[config.mk]
export PLATFORM = sky130hd
export DESIGN_NAME = gce_log_cell
export DESIGN_NICKNAME = d
export VERILOG_FILES = /design/src/hdl/gce_pkg.sv /design/src/hdl/gce_log_cell.sv
export SDC_FILE = /design/constraint.sdc
export NUM_CORES = 2
export LEC_CHECK = 0
export BUFFER_PORTS_ARGS = -buffer_cell sky130_fd_sc_hd__buf_4
export CAP_MARGIN = 20
export CORE_MARGIN = 1.5
export CORE_UTILIZATION = 58
export DETAILED_ROUTE_END_ITERATION = 10
export GPL_ROUTABILITY_DRIVEN = 0
export PLACE_DENSITY = 0.76
export SLEW_MARGIN = 40
export SYNTH_ARGS = -nofsm -noshare
export SYNTH_HDL_FRONTEND = slang
export SYNTH_SLANG_ARGS = --single-unit
export TNS_END_PERCENT = 20
[constraint.sdc]
create_clock -name clk -period 0.8 [get_ports clk]
set_input_delay 0.08 -clock clk [delete_from_list [all_inputs] [get_ports clk]]
set_output_delay 0.08 -clock clk [all_outputs]
set_load 0.02 [all_outputs]
[src/hdl/gce_pkg.sv]
// shared types and constants for the gamma curve entry generator
// no dependencies
`default_nettype none

package gce_pkg;

    // field and register widths
    localparam int IDX_W     = 12;
    localparam int ENT_W     = 13;
    localparam int GAMMA_W   = 16;
    localparam int VAL_W     = 16;
    localparam int CFG_W     = 16;

    // log2 datapath
    localparam int MANT_W     = 31;
    localparam int FRAC_W     = 32;
    localparam int POS_W      = 4;
    localparam int LOG_STAGES = FRAC_W;

    // exponent division
    localparam int NUM_W      = 50;
    localparam int QUOT_W     = 38;
    localparam int DIV_STAGES = QUOT_W;

    // exp2 series
    localparam int U_W        = 30;
    localparam int TERM_W     = 31;
    localparam int SUM_W      = 32;
    localparam int K_W        = 5;
    localparam int EXP_TERMS  = 14;
    localparam int PROD_W     = 48;

    // constants of the curve
    localparam logic [31:0]        LN2_Q32      = 32'd2977044472;
    localparam logic [GAMMA_W-1:0] GAMMA_LOW    = 16'd4915;
    localparam logic [GAMMA_W-1:0] GAMMA_HIGH   = 16'd32768;
    localparam logic [GAMMA_W-1:0] GAMMA_RESET  = 16'd16384;
    localparam logic [ENT_W-1:0]   ENT_MIN      = 13'd2;
    localparam logic [ENT_W-1:0]   ENT_RESET    = 13'd256;
    localparam logic [VAL_W-1:0]   FULL_SCALE   = 16'hFFFF;
    localparam logic [5:0]         K_LIMIT      = 6'd17;
    localparam int                 MAX_ENTRIES_DEF = 4096;

    // register indexes
    localparam logic CFG_GAMMA   = 1'b0;
    localparam logic CFG_ENTRIES = 1'b1;

    // how a request is finished
    typedef enum logic [1:0] {
        KIND_CALC,
        KIND_ZERO,
        KIND_FULL
    } kind_t;

    // log2 pipeline payload, lane a is the last index, lane b the request index
    typedef struct packed {
        kind_t              kind;
        logic [MANT_W-1:0]  ma;
        logic [MANT_W-1:0]  mb;
        logic [FRAC_W-1:0]  fa;
        logic [FRAC_W-1:0]  fb;
        logic [POS_W-1:0]   pa;
        logic [POS_W-1:0]   pb;
    } log_data_t;

    // divider pipeline payload
    typedef struct packed {
        kind_t              kind;
        logic [GAMMA_W-1:0] rem;
        logic [QUOT_W-1:0]  low;
        logic [QUOT_W-1:0]  quot;
    } div_data_t;

    // series pipeline payload
    typedef struct packed {
        kind_t              kind;
        logic               fz;
        logic [K_W-1:0]     k;
        logic [U_W-1:0]     u;
        logic [TERM_W-1:0]  term;
        logic [SUM_W-1:0]   sum;
    } exp_data_t;

endpackage

`default_nettype wire

[src/hdl/gce_log_cell.sv]
// one squaring step of the fixed-point log2, two lanes side by side
// depends on gce_pkg
`default_nettype none

module gce_log_cell (
    input  wire logic               clk,
    input  wire logic               rst_n,
    input  wire logic               en,
    input  wire logic               in_valid,
    input  gce_pkg::log_data_t      in_data,
    output logic                    out_valid,
    output gce_pkg::log_data_t      out_data
);

    logic                           valid_reg;
    gce_pkg::log_data_t             data_reg;
    gce_pkg::log_data_t             data_next;
    logic [2*gce_pkg::MANT_W-1:0]   sqa;
    logic [2*gce_pkg::MANT_W-1:0]   sqb;
    logic [31:0]                    ta;
    logic [31:0]                    tb;

    // square both mantissas, renormalize and emit one fraction bit each
    always_comb
    begin
        sqa = (2*gce_pkg::MANT_W)'(in_data.ma) * (2*gce_pkg::MANT_W)'(in_data.ma);
        sqb = (2*gce_pkg::MANT_W)'(in_data.mb) * (2*gce_pkg::MANT_W)'(in_data.mb);
        ta  = sqa[61:30];
        tb  = sqb[61:30];
        data_next      = in_data;
        data_next.ma   = ta[31] ? ta[31:1] : ta[30:0];
        data_next.mb   = tb[31] ? tb[31:1] : tb[30:0];
        data_next.fa   = {in_data.fa[gce_pkg::FRAC_W-2:0], ta[31]};
        data_next.fb   = {in_data.fb[gce_pkg::FRAC_W-2:0], tb[31]};
    end

    // stage valid
    always_ff @(posedge clk or negedge rst_n)
    begin
        if (!rst_n)
        begin
            valid_reg <= 1'b0;
        end
        else if (en)
        begin
            valid_reg <= in_valid;
        end
    end

    // stage payload
    always_ff @(posedge clk)
    begin
        if (en)
        begin
            data_reg <= data_next;
        end
    end

    assign out_valid = valid_reg;
    assign out_data  = data_reg;

endmodule

`default_nettype wire

Word level (Yosys, flattened, before mapping):

Cells that the tools add are included.

* register bits after elaboration: 137
* latch bits: 0
* RAM bits: 0
* ROM bits: 0
* bits of input ports: 140
* output and inout port bits: 137
* logic and storage cells: 14
* memories kept: 0

* add/subtract/negate cells: 0
* multipliers: 2
* divide/modulo/power cells: 0
* $lt $le $gt $ge: 0
* equality and inequality tests: 0
* shift-type cells: 0
* mux-type cells: 2
* bitwise gates (word level): 0
* reduce and logical (&&, ||, !) cells: 0

Operator list (number)
* multiplier 31 x 31 -> 62 bit: 2
* two-way mux 30 bit: 2

Depth between registers and ports, before layout:

* word-level depth: 2
* mapped depth: 31

Worst setup path after synthesis:

Ideal clock, no wire load.

* kind: input to register
* from: input port in_data[97] in the netlist's numbering
* to: register data_reg (netlist bit out_data[93]) (data pin)
* arrival: 7.458 ns
* required time: 0.540 ns
* setup slack: -6.918 ns
* cell stages on the path: 28
* cell sequence: clkbuf_1 clkbuf_1 nand2_1 fa_1 fa_1 inv_1 fa_1 inv_1 fa_1 inv_1 fa_1 fa_1 fa_1 inv_1 fa_1 inv_1 ha_1 buf_2 and3_1 and3_1 o2111a_1 o2111a_1 a2bb2oi_1 a31oi_1 xor2_1 buf_2 buf_2 mux2_2

RTL lines
* start, declared: RTL line gce_log_cell.sv:10 `input gce_pkg::log_data_t in_data,`
* end signal, assigned: RTL line gce_log_cell.sv:55 `data_reg <= data_next;`
* end, declared: RTL line gce_log_cell.sv:16 `gce_pkg::log_data_t data_reg;`

==> results.yml <==
route:
  wl_mm: 177
  vias: 47008
  top_layer: "met5"
  wl_per_cell_um: 20.6
  firstDrtPassIters: 6
  drc: 0
  drt-initial-drc-count: 3153
  wl_met1_mm: 62.3
  vias_per_cell: 5.47
  wl_met2_mm: 87.6
  wl_met3_mm: 15.3
  antenna_left: 0
finish:
  drive_gt1_share_pct: 25.5
  nNetsFinal: 9442
  mostFrequentLayoutCells: "1780 x inv_1, 1441 x fa_1, 1115 x buf_4"
  fillers: 5989
  syn2layout_area_growth_pct: 28.4
  ff_latch_area_um2: 4110
  multi_input_area_um2: 48600
  final_common_cell: "inv_1"
global_route:
  grt_pass1_wl_mm: 280
  grt_overflow: 0
  antenna_found_initial: 5
  grt_pass1_vias: 54095
  grt_max_degree: 30
  grt_use_total_pct: 35.3
yosys:
  synth_cell_types: 85
  syn_area_um2: 58500
  yosys_warnings: 0
  synth_top_cell_by_area: "fa_1"
  ys_async_sr_fraction_pct: 0.730
  syn_area_per_cell_um2: 9.78
  synth_cells: 5978
  synthTopCellsByArea: "fa_1 51%, inv_1 12%, ha_1 11%, edfxtp_1 7.0%, and2_1 4.1%"
  synth_edf_count: 136
  synth_nets: 8146
  yosysSeqAreaShare_pct: 7.03
  synth_top_cell_area_share_pct: 51.2
  synth-seq-cells: 137
  synth_ff_type: "edfxtp_1"
worst_setup_path:
  worstPathArrival_ns: 7.72
  crit_top_cell: "fa_1"
  critPathMaxStageDelay_ns: 0.60
  crit_required_ns: 0.99
  critical_path_peak_fanout: 12
  critPathLaunchType: "input pin"
  path_class: "in -> reg"
  crit_slowest_cell: "fa_1"
  endpoint_kind: "flip-flop"
sta:
  slew_violations: 0
  min_period_over_period_pct: 942
  relSlewSlack_pct: 60.1
  setup_viol: 202
  hold_viol: 0
  worst_slew_pin_slew_ns: 0.595
  fin_ws_ns: -6.73
  max_freq_mhz: 133
  finalClockSkew_ns: 0
  timing.setup.tns_ns: -452.27
  period_needed_ns: 7.53
  rsz0062_at_grt: "true"
flow_run:
  timing.max_cap.violations: 0
floorplanning:
  rows: 116
  die_y_um: 320
  die_area_um2: 103000
  start_util_pct: 58.5
  die_x_um: 320
  floorplan.io_pins: 277
  core_um2: 100000
run_status:
  violations: "negative setup slack"
  status: "finished with violations"
cts:
  cts_root_buf: "clkbuf_16"
  htreeDepth: 4
  clock_path_buffers: 2
  cts_sinks: 137
  clk_pin_slew_ns: 0.06
  cts_buffers: 17
  insertion_delay_ns: 0.43
  tritoncts: "done"
placed_design:
  portBuffers: 274
  dp_hpwl_mm: 139
worst_hold_path:
  min-delay-path-class: "in -> reg"
[flip-flops by register name (all words and copies together), names as in the netlist]
register / flops
out_data: 136
out_valid: 1
[per-layer routing]
metal	GRT usage [%]	vias up
li1	-	20039
met1	42.3	23739
met3	7.50	845
met4	18.4	4
met5	0	-
met2	60.2	2381
[final timing paths]
kind | from | to | slack (ns) | cells past startpoint
worst max-delay path | in_data[78] | out_data[88]$_DFFE_PP_ | -6.73 | 29
max in group asynchronous | rst_n | out_valid$_DFFE_PN0P_ | 0.21 | 3
worst min-delay path | en | out_valid$_DFFE_PN0P_ | 0.04 | 2
worst min register to register | out_valid$_DFFE_PN0P_ | out_valid$_DFFE_PN0P_ | 0.59 | 1
worst max register to register | out_valid$_DFFE_PN0P_ | out_valid$_DFFE_PN0P_ | -0.01 | 1
min in group asynchronous | rst_n | out_valid$_DFFE_PN0P_ | 0.49 | 3
[cells in the mapped netlist, types with 23 or more instances]
master,number
edfxtp_1,136
a21o_1,56
mux2_2,23
mux2_1,25
fa_1,1494
nand3_1,26
xor2_1,43
nor2_1,115
ha_1,534
and2_1,379
xnor2_1,67
clkbuf_1,196
nand2_1,579
inv_1,1827
nand4_1,25
o21ai_0,45
a21oi_1,129
[per-stage QoR]
stage | instances | hold slack (ns) | area (um^2) | util, % | worst slack (ns)
3_5_place_dp | 8375 | -0.144 | 70000 | 70.0 | -7.27
5_1_grt | 8585 | 0.0300 | 75000 | 75.0 | -6.77
6_report | 8587 | 0.0411 | 75000 | 75.0 | -6.73
2_1_floorplan | 5978 | -0.216 | 59400 | - | -6.35
4_1_cts | 8557 | 0.0126 | 74100 | 74.1 | -6.41
3_3_place_gp | 8375 | -0.144 | 70000 | 70.0 | -7.15
[layout make-up]
cell class,instances,area share [%]
diodes,2,0.00667
clock buffers,19,0.577
clock inverters,13,0.190
inverters,1830,9.20
multi-input cells,3803,64.8
flip-flops and latches,137,5.48
well taps,1298,2.16
repair buffers,1485,17.6
[worst max-delay path: cells and delay by family]
family	cells	cell delay, ns
simple gates	1	0.15
xor+xnor	1	0.12
compound gates	7	1.69
mux	1	0.26
fa+ha+maj	9	4.40
buf+inv	10	1.01
[repair_timing]
| action | CTS | global route |
|---|---|---|
| resized for setup | 521 | 196 |
| cloned | 5 | 0 |
| pin swaps | 210 | 156 |
| setup endpoints to repair | 201 | 202 |
| hold buffers | 76 | 0 |
| hold endpoints to repair | 76 | 0 |
| buffers inserted | 70 | 32 |
[cells by family (layout without fill, tap and decap cells)]
family / Yosys count / in the layout / share of synthesized area [%]
flip-flops: 137 / 137 / 7.03
AND/OR/NAND/NOR: 1221 / 1221 / 10.1
other: 0 / 2 / 0
adder cells (fa/ha/maj): 2028 / 2028 / 62.6
AO/OA/AOI/OAI: 387 / 387 / 4.41
multiplexers: 57 / 57 / 1.08
XOR/XNOR: 110 / 110 / 1.65
buffers and inverters: 2038 / 3347 / 13.1
Power is not shown: default switching activity piles up to over one toggle a cycle in this logic, so the estimate is an artifact.
