## src/hdl/gce_pkg.sv

```systemverilog
// shared types and constants for the gamma curve entry generator
// no dependencies
`default_nettype none

package gce_pkg;

    // field and register widths
    localparam int IDX_W     = 12;
    localparam int ENT_W     = 13;
    localparam int GAMMA_W   = 16;
    localparam int VAL_W     = 16;
    localparam int CFG_W     = 16;

    // log2 datapath
    localparam int MANT_W     = 31;
    localparam int FRAC_W     = 32;
    localparam int POS_W      = 4;
    localparam int LOG_STAGES = FRAC_W;

    // exponent division
    localparam int NUM_W      = 50;
    localparam int QUOT_W     = 38;
    localparam int DIV_STAGES = QUOT_W;

    // exp2 series
    localparam int U_W        = 30;
    localparam int TERM_W     = 31;
    localparam int SUM_W      = 32;
    localparam int K_W        = 5;
    localparam int EXP_TERMS  = 14;
    localparam int PROD_W     = 48;

    // constants of the curve
    localparam logic [31:0]        LN2_Q32      = 32'd2977044472;
    localparam logic [GAMMA_W-1:0] GAMMA_LOW    = 16'd4915;
    localparam logic [GAMMA_W-1:0] GAMMA_HIGH   = 16'd32768;
    localparam logic [GAMMA_W-1:0] GAMMA_RESET  = 16'd16384;
    localparam logic [ENT_W-1:0]   ENT_MIN      = 13'd2;
    localparam logic [ENT_W-1:0]   ENT_RESET    = 13'd256;
    localparam logic [VAL_W-1:0]   FULL_SCALE   = 16'hFFFF;
    localparam logic [5:0]         K_LIMIT      = 6'd17;
    localparam int                 MAX_ENTRIES_DEF = 4096;

    // register indexes
    localparam logic CFG_GAMMA   = 1'b0;
    localparam logic CFG_ENTRIES = 1'b1;

    // how a request is finished
    typedef enum logic [1:0] {
        KIND_CALC,
        KIND_ZERO,
        KIND_FULL
    } kind_t;

    // log2 pipeline payload, lane a is the last index, lane b the request index
    typedef struct packed {
        kind_t              kind;
        logic [MANT_W-1:0]  ma;
        logic [MANT_W-1:0]  mb;
        logic [FRAC_W-1:0]  fa;
        logic [FRAC_W-1:0]  fb;
        logic [POS_W-1:0]   pa;
        logic [POS_W-1:0]   pb;
    } log_data_t;

    // divider pipeline payload
    typedef struct packed {
        kind_t              kind;
        logic [GAMMA_W-1:0] rem;
        logic [QUOT_W-1:0]  low;
        logic [QUOT_W-1:0]  quot;
    } div_data_t;

    // series pipeline payload
    typedef struct packed {
        kind_t              kind;
        logic               fz;
        logic [K_W-1:0]     k;
        logic [U_W-1:0]     u;
        logic [TERM_W-1:0]  term;
        logic [SUM_W-1:0]   sum;
    } exp_data_t;

endpackage

`default_nettype wire

```

## src/hdl/gce_div_cell.sv

```systemverilog
// one restoring step of the exponent division by gamma
// depends on gce_pkg
`default_nettype none

module gce_div_cell (
    input  wire logic                          clk,
    input  wire logic                          rst_n,
    input  wire logic                          en,
    input  wire logic [gce_pkg::GAMMA_W-1:0]   gamma,
    input  wire logic                          in_valid,
    input  gce_pkg::div_data_t                 in_data,
    output logic                               out_valid,
    output gce_pkg::div_data_t                 out_data
);

    logic                           valid_reg;
    gce_pkg::div_data_t             data_reg;
    gce_pkg::div_data_t             data_next;
    logic [gce_pkg::GAMMA_W:0]      r2;
    logic [gce_pkg::GAMMA_W:0]      diff;
    logic                           ge;

    // shift in the next dividend bit, subtract when it fits
    always_comb
    begin
        r2   = {in_data.rem, in_data.low[gce_pkg::QUOT_W-1]};
        diff = r2 - {1'b0, gamma};
        ge   = (r2 >= {1'b0, gamma});
        data_next      = in_data;
        data_next.rem  = ge ? diff[gce_pkg::GAMMA_W-1:0] : r2[gce_pkg::GAMMA_W-1:0];
        data_next.low  = {in_data.low[gce_pkg::QUOT_W-2:0], 1'b0};
        data_next.quot = {in_data.quot[gce_pkg::QUOT_W-2:0], ge};
    end

    // stage valid
    always_ff @(posedge clk or negedge rst_n)
    begin
        if (!rst_n)
        begin
            valid_reg <= 1'b0;
        end
        else if (en)
        begin
            valid_reg <= in_valid;
        end
    end

    // stage payload
    always_ff @(posedge clk)
    begin
        if (en)
        begin
            data_reg <= data_next;
        end
    end

    assign out_valid = valid_reg;
    assign out_data  = data_reg;

endmodule

`default_nettype wire

```

## config.mk

```make
export PLATFORM = sky130hd
export DESIGN_NAME = gce_div_cell
export DESIGN_NICKNAME = d
export VERILOG_FILES = /design/src/hdl/gce_pkg.sv /design/src/hdl/gce_div_cell.sv
export SDC_FILE = /design/constraint.sdc
export NUM_CORES = 1
export LEC_CHECK = 0
export BUFFER_PORTS_ARGS = -buffer_cell sky130_fd_sc_hd__buf_2
export CAP_MARGIN = 20
export CORE_UTILIZATION = 45
export DETAILED_ROUTE_END_ITERATION = 10
export PLACE_DENSITY = 0.82
export SLEW_MARGIN = 30
export SYNTH_ARGS = -nofsm -noshare
export SYNTH_HDL_FRONTEND = slang
export SYNTH_SLANG_ARGS = --single-unit
```

## constraint.sdc

```tcl
create_clock -name clk -period 0.9 [get_ports clk]
set_input_delay 0.09 -clock clk [delete_from_list [all_inputs] [get_ports clk]]
set_output_delay 0.09 -clock clk [all_outputs]
set_load 0.005 [all_outputs]
```

[Yosys cells after proc, flatten, opt, wreduce, memory -nomap -nowiden]
Index checks and enable logic that the tools add are counted.
W data, S select, Z words.
Storage, ports and cells
  bits in registers: 94
  bits of input ports: 114
  output and inout bits: 95
  word-level logic and storage cells: 8
Cells by class
  add/subtract/negate cells: 1
  magnitude comparators: 1
  muxes and demuxes: 1
Operators with widths (number)
  $ge A17 B16 Y1: 1
  $mux W16: 1
  $sub A16 B16 Y16: 1

[Longest topological paths before layout]
Gate-level depths: netlist of run 1.
  depth in word-level cells: 2
  mapped depth: 11
  gate-level depth less buffers: 9

[Least setup slack after synthesis of run 1]
OpenSTA, ideal clock, no wires.
  kind: input-to-reg
  start: input port gamma[14] (netlist bit)
  end: register data_reg (netlist bit out_data[81]) (data pin)
  arrival time: 2.029 ns
  data required time: 0.640 ns
  setup slack: -1.389 ns
  stages on the path: 11
  path buffers: 2
  cells stage by stage: inv_1 > ha_1 > buf_6 > a21o_1 > a211o_1 > a41o_1 > a31oi_4 > o21a_4 > inv_4 > buf_12 > mux2_4
RTL lines
  start: declaration: RTL line gce_div_cell.sv:9  | input wire logic [gce_pkg::GAMMA_W-1:0] gamma,
  end signal: assignment: RTL line gce_div_cell.sv:53  | data_reg <= data_next;
  end: declaration: RTL line gce_div_cell.sv:17  | gce_pkg::div_data_t data_reg;

==> results.yml, run 1 <==
pwr:
  combPwrFrac: 0.256
  ir_worst_vdd_v: 0.000900
  leakage_uw: 0.00315
  pwr-share-seq: 0.514
  power_density_mw_per_mm2: 1500
  clockPowerShare: 0.231
  power_switching_uw: 2710
  p_sw_frac: 0.258
  power.internal_uw: 7810
setup_path:
  required_ns: 1.06
  worst-setup-path-type: "input pin to flop"
  rr_worst_depth: 2
  path_max_fanout: 3
  crit_arrival_ns: 1.96
  cp-start-kind: "input pin"
  critPathCaptureType: "flop"
finish:
  area_delta_synth_final_pct: 74.8
  drive_above_1_share: 0.562
  diodes: 0
  fin_nets: 742
global_route:
  globalRouteMet3Util: 0.0616
  grtUsageTotal: 0.285
  grt_pass1_wl_um: 18900
  use_met1: 0.295
  top_usage_layer: "met2"
  antenna_found_initial: 0
  grt.overflow.total: 0
  grt_pass1_vias: 3642
  grt_max_degree: 31
  met2_usage: 0.564
timing:
  maxSlewViolCount: 0
  finalHoldViolations: 0
  fin_ws_ns: -0.893
  finalCritPeriodShare: 1.99
  rsz0062_at_grt: "true"
  post-route-min-period_ns: 1.79
  tns_ns: -18.84
  skew_ns: 0
  finalSetupViolations: 111
  max_freq_ghz: 0.558
routing:
  via_count: 3624
  drc: 0
  dr.pass1.iters: 4
  viasPerCell: 5.02
  wl_um: 13400
  routedWlPerCell_um: 18.6
  drtAntennaViolNets: 0
  first_iter_violations: 116
synth:
  synth_edf_count: 93
  seq_area_frac_synth: 0.704
  yosysUniqueCellTypes: 46
  syn_inst: 253
  async_reset_ff_frac: 0.0106
  synth_area_mm2: 0.00401
  postSynthAreaPerCell_um2: 15.8
  synth.net_count: 384
  yosysWarnings: 0
  synth_seq_cells: 94
  synth_ff_type: "edfxtp_1"
place:
  gp_congestion: 0.850
  portBuffers: 206
  dpl_worst_slack_ns: -1.34
  hpwl_um: 8230
cts:
  cts_sinks: 94
  htreeDepth: 3
  cts_max_path_buffers: 2
  clk_latency_ns: 0.34
  cts_tree: "built"
  numCtsBuffers: 9
  clkTransAtPathRegs_ns: 0.09
  clockRootBuffer: "clkbuf_8"
die:
  initial_core_util: 0.462
  die_w_um: 96.3
  fp-row-count: 34
  core_mm2: 0.00868
  ios: 209
  design.die.area_mm2: 0.00928
  fp.dieH_um: 96.3
hold_path:
  hold_class: "input pin to async pin"
outcome:
  status: "finished with violations"
  violations: "setup timing"
job:
  drv_cap: 0
[worst paths after layout]
path                       slack, ns      endpoint   startpoint
max                            -0.89  out_data[90]     gamma[2]
max reg2reg                     0.04     out_valid    out_valid
max in group asynchronous       0.78     out_valid        rst_n
min                             0.03     out_valid        rst_n
min in group clk                0.06  out_data[80]  in_data[79]
min reg2reg                     0.60     out_valid    out_valid
[metal layers]
metal	routed length, um	vias to the layer above
li1	-	1659
met1	4690	1758
met2	7490	177
met3	964	30
met4	306	0
met5	0	-
[cell type report]
cell class / instances / area [um2]
fillers: 481 / 1680
repair buffers: 353 / 2470
repair inverters: 1 / 6.26
inverters: 25 / 121
clock inverters: 5 / 36.3
multi-input cells: 127 / 1290
well taps: 108 / 135
clock buffers: 9 / 124
flip-flops and latches: 94 / 2820
[stage by stage]
stage | hold WS [ns] | total power (uW) | area (um2) | utilization | std cells
after floorplan | -0.206 | 6380 | 4150 | - | 253
after global placement | -0.136 | 7460 | 5690 | 0.656 | 614
after detailed placement | -0.133 | 7550 | 5690 | 0.656 | 614
after CTS | 0.0141 | 10400 | 6950 | 0.801 | 716
after global routing | 0.0343 | 10900 | 7000 | 0.807 | 722
final | 0.0337 | 10500 | 7000 | 0.807 | 722
[synthesized netlist by cell type, drive strengths merged (3+ instances only)]
cell	n	area (um2)
nor2	9	33.8
mux2i	3	30.0
o21ai	9	45.0
inv	25	96.4
a21o	3	22.5
buf	3	38.8
a21oi	10	50.1
ha	16	200
a31oi	4	40.0
clkbuf	4	15.0
edfxtp	93	2790
xor2	4	35.0
nand4	3	18.8
o21bai	4	30.0
mux2	13	176
xnor2	8	70.1
nand3	3	15.0
nand2	13	48.8
[critical path, stage by stage]
cell,delay (ns)
buf_6,0.08
inv_4,0.03
ha_4,0.26
nand3_2,0.09
o21bai_4,0.19
a311oi_2,0.27
o21ai_2,0.10
o21a_4,0.26
buf_4,0.14
buf_6,0.12
o41ai_2,0.32
[logic make-up (layout without fill, tap and decap cells)]
kind of cell               after synthesis  in the layout  share of synthesized area
xor gates and xnor gates                12             12                     0.0262
DFF                                     94             94                      0.704
buffers and inverters                   32            393                     0.0375
muxes                                   16             16                     0.0515
adders and majority gates               17             17                     0.0550
AOI/OAI and AO/OA                       45             45                     0.0815
and+or+nand+nor                         36             36                     0.0437
other                                    1              1                   0.000936
[power by group through the flow]
stage	Combinational (uW)	Clock [uW]	Sequential [uW]
after floorplan	833	0	5550
after global routing	2880	2610	5440
final	2690	2430	5410
after global placement	2000	0	5470
after detailed placement	2060	0	5490
after CTS	2560	2450	5390
[registers in the layout, indices dropped and copies added (netlist names)]
register	count
out_data	93
out_valid	1
[layout by cell type, fill, tap and decap left out, types with 4 or more instances in the layout]
cell type / n
inv_4: 4
buf_2: 192
a21oi_1: 9
buf_4: 64
edfxtp_1: 93
mux2_4: 10
ha_4: 12
xor2_1: 4
inv_1: 16
buf_6: 15
dlygate4sd3_1: 78
clkbuf_8: 9
nand2_1: 13
o21ai_0: 4
xnor2_1: 8
nor2_1: 9
[what timing repair did]
| action | 4_1_cts | 5_1_grt |
|---|---|---|
| hold endpoints to repair | 78 | 0 |
| buffers inserted | 9 | 10 |
| gates resized for setup | 54 | 10 |
| endpoints found under the setup margin | 111 | 111 |
| pin swaps | 25 | 15 |
| hold buffers | 78 | 0 |
| cloned | 1 | 0 |
Power figures use the tool's default switching activity.
==> inputs of run 2 (changes only) <==
==> constraint.sdc (replaced) <==
create_clock -name clk -period 1.75 [get_ports clk]
set_input_delay 0.175 -clock clk [delete_from_list [all_inputs] [get_ports clk]]
set_output_delay 0.175 -clock clk [all_outputs]
set_load 0.005 [all_outputs]
==> results.yml, run 2 (same netlist as run 1, synthesis figures left out) <==
outcome:
  status: "finished with violations"
  violations: "setup timing"
timing:
  fin_hold_ws_ns: 0.0281
  finalHoldViolations: 0
  finalCritPeriodShare: 1.08
  skew_ns: 0
  maxSlewViolCount: 0
  fin_ws_ns: -0.137
  rsz0062_at_grt: "true"
  finalSetupViolations: 16
  max_freq_ghz: 0.530
  post-route-min-period_ns: 1.89
die:
  design.die.area_mm2: 0.00928
  ios: 209
  die_w_um: 96.3
  fp-row-count: 34
  core_mm2: 0.00868
  initial_core_util: 0.462
  fp.dieH_um: 96.3
cts:
  clockRootBuffer: "clkbuf_8"
  clk_latency_ns: 0.35
  cts_sinks: 94
  clkTransAtPathRegs_ns: 0.10
  cts_tree: "built"
  numCtsBuffers: 9
  htreeDepth: 3
  cts_max_path_buffers: 2
finish:
  fillers: 505
  diodes: 0
  fin_nets: 734
  drive_above_1_share: 0.554
  finalInstanceArea_mm2: 0.00693
  area_delta_synth_final_pct: 73.1
  largest_reg_flops: 93
  final_cell_mix: "buf_2, edfxtp_1, dlygate4sd3_1, buf_4, inv_1"
  final_common_cell: "buf_2"
setup_path:
  r2r_start: "out_valid"
  path_max_fanout: 7
  cp-start-kind: "input pin"
  timing.rr.end: "out_valid"
  reg2reg_slack_ns: 1.01
  critPathCaptureType: "flop"
  rr_worst_depth: 1
  worst-setup-path-type: "input pin to flop"
  crit_arrival_ns: 1.99
  required_ns: 1.86
hold_path:
  hold_class: "input pin to flop"
  hp-start: "in_data[4]"
  hold_depth: 1
  worstHoldEndpoint: "out_data[5]"
routing:
  routedWlPerCell_um: 18.3
  dr.pass1.iters: 5
  drc: 0
  drtAntennaViolNets: 0
  first_iter_violations: 142
  wl_um: 13100
  via_count: 3540
  viasPerCell: 4.94
pwr:
  power_density_mw_per_mm2: 793
  total_power_uw: 5500
  ir_worst_vdd_v: 0.000500
  leakage_uw: 0.00313
global_route:
  grt_max_degree: 36
  grt_pass1_vias: 3468
  grt.overflow.total: 0
  grtUsageTotal: 0.261
  grt_pass1_wl_um: 17300
  antenna_found_initial: 1
place:
  gp_congestion: 0.853
  portBuffers: 206
  dpl-instance-area_mm2: 0.00567
  hpwl_um: 7970
job:
  drv_cap: 0
## run 2: worst max path at each step
stage / startpoint / to / slack, ns
after floorplan: in_data[89] / out_data[81] / -0.46
after global placement: gamma[3] / out_data[80] / -0.50
after detailed placement: gamma[3] / out_data[78] / -0.54
after CTS: in_data[89] / out_data[81] / -0.08
after global routing: gamma[1] / out_data[90] / -0.17
final: in_data[89] / out_data[87] / -0.14
## run 2: through the flow
step	cells	TNS (ns)	util	worst slack, ns
5_1_grt	716	-2.15	0.799	-0.167
6_report	716	-1.74	0.799	-0.137
4_1_cts	709	-0.780	0.773	-0.0778
3_3_place_gp	613	-6.72	0.654	-0.497
3_5_place_dp	613	-7.51	0.654	-0.545
2_1_floorplan	253	-5.43	-	-0.464
## run 2: critical path, cell delays in order
cell     delay (ns)
buf_8          0.10
ha_4           0.23
a21o_1         0.15
a211o_1        0.28
a41o_1         0.26
a31oi_4        0.17
o21a_4         0.24
inv_8          0.08
mux2_4         0.30
## run 2: metal layers
layer / track usage / part of all wire / vias to the layer above
li1: - / - / 1647
met1: 0.283 / 0.35 / 1683
met2: 0.495 / 0.54 / 186
met3: 0.0498 / 0.079 / 24
met4: 0.104 / 0.022 / 0
met5: 0 / 0 / -
## run 2: power breakdown
group          switching (uW)  total [uW]  internal, uW
clock network             820        1370           549
logic                     582        1350           773
registers                59.8        2780          2720
total                    1460        5500          4040
## run 2: layout make-up
type	count	area [um2]	share of cell area
clock buffer	9	124	0.0179
tap	108	135	0.0195
timing repair inverter	1	11.3	0.00162
sequential	94	2820	0.406
multi-input combinational	127	1280	0.185
timing repair buffer	345	2380	0.343
inverter	25	121	0.0175
clock inverter	7	58.8	0.00848
## run 2: repair_timing
action / CTS / global route
pin swaps: 6 / 15
hold endpoints to repair: 76 / 0
buffers inserted: 3 / 7
resized for setup: 15 / 45
setup endpoints to repair: 12 / 16
gates cloned: 1 / 0
hold buffers: 76 / 0
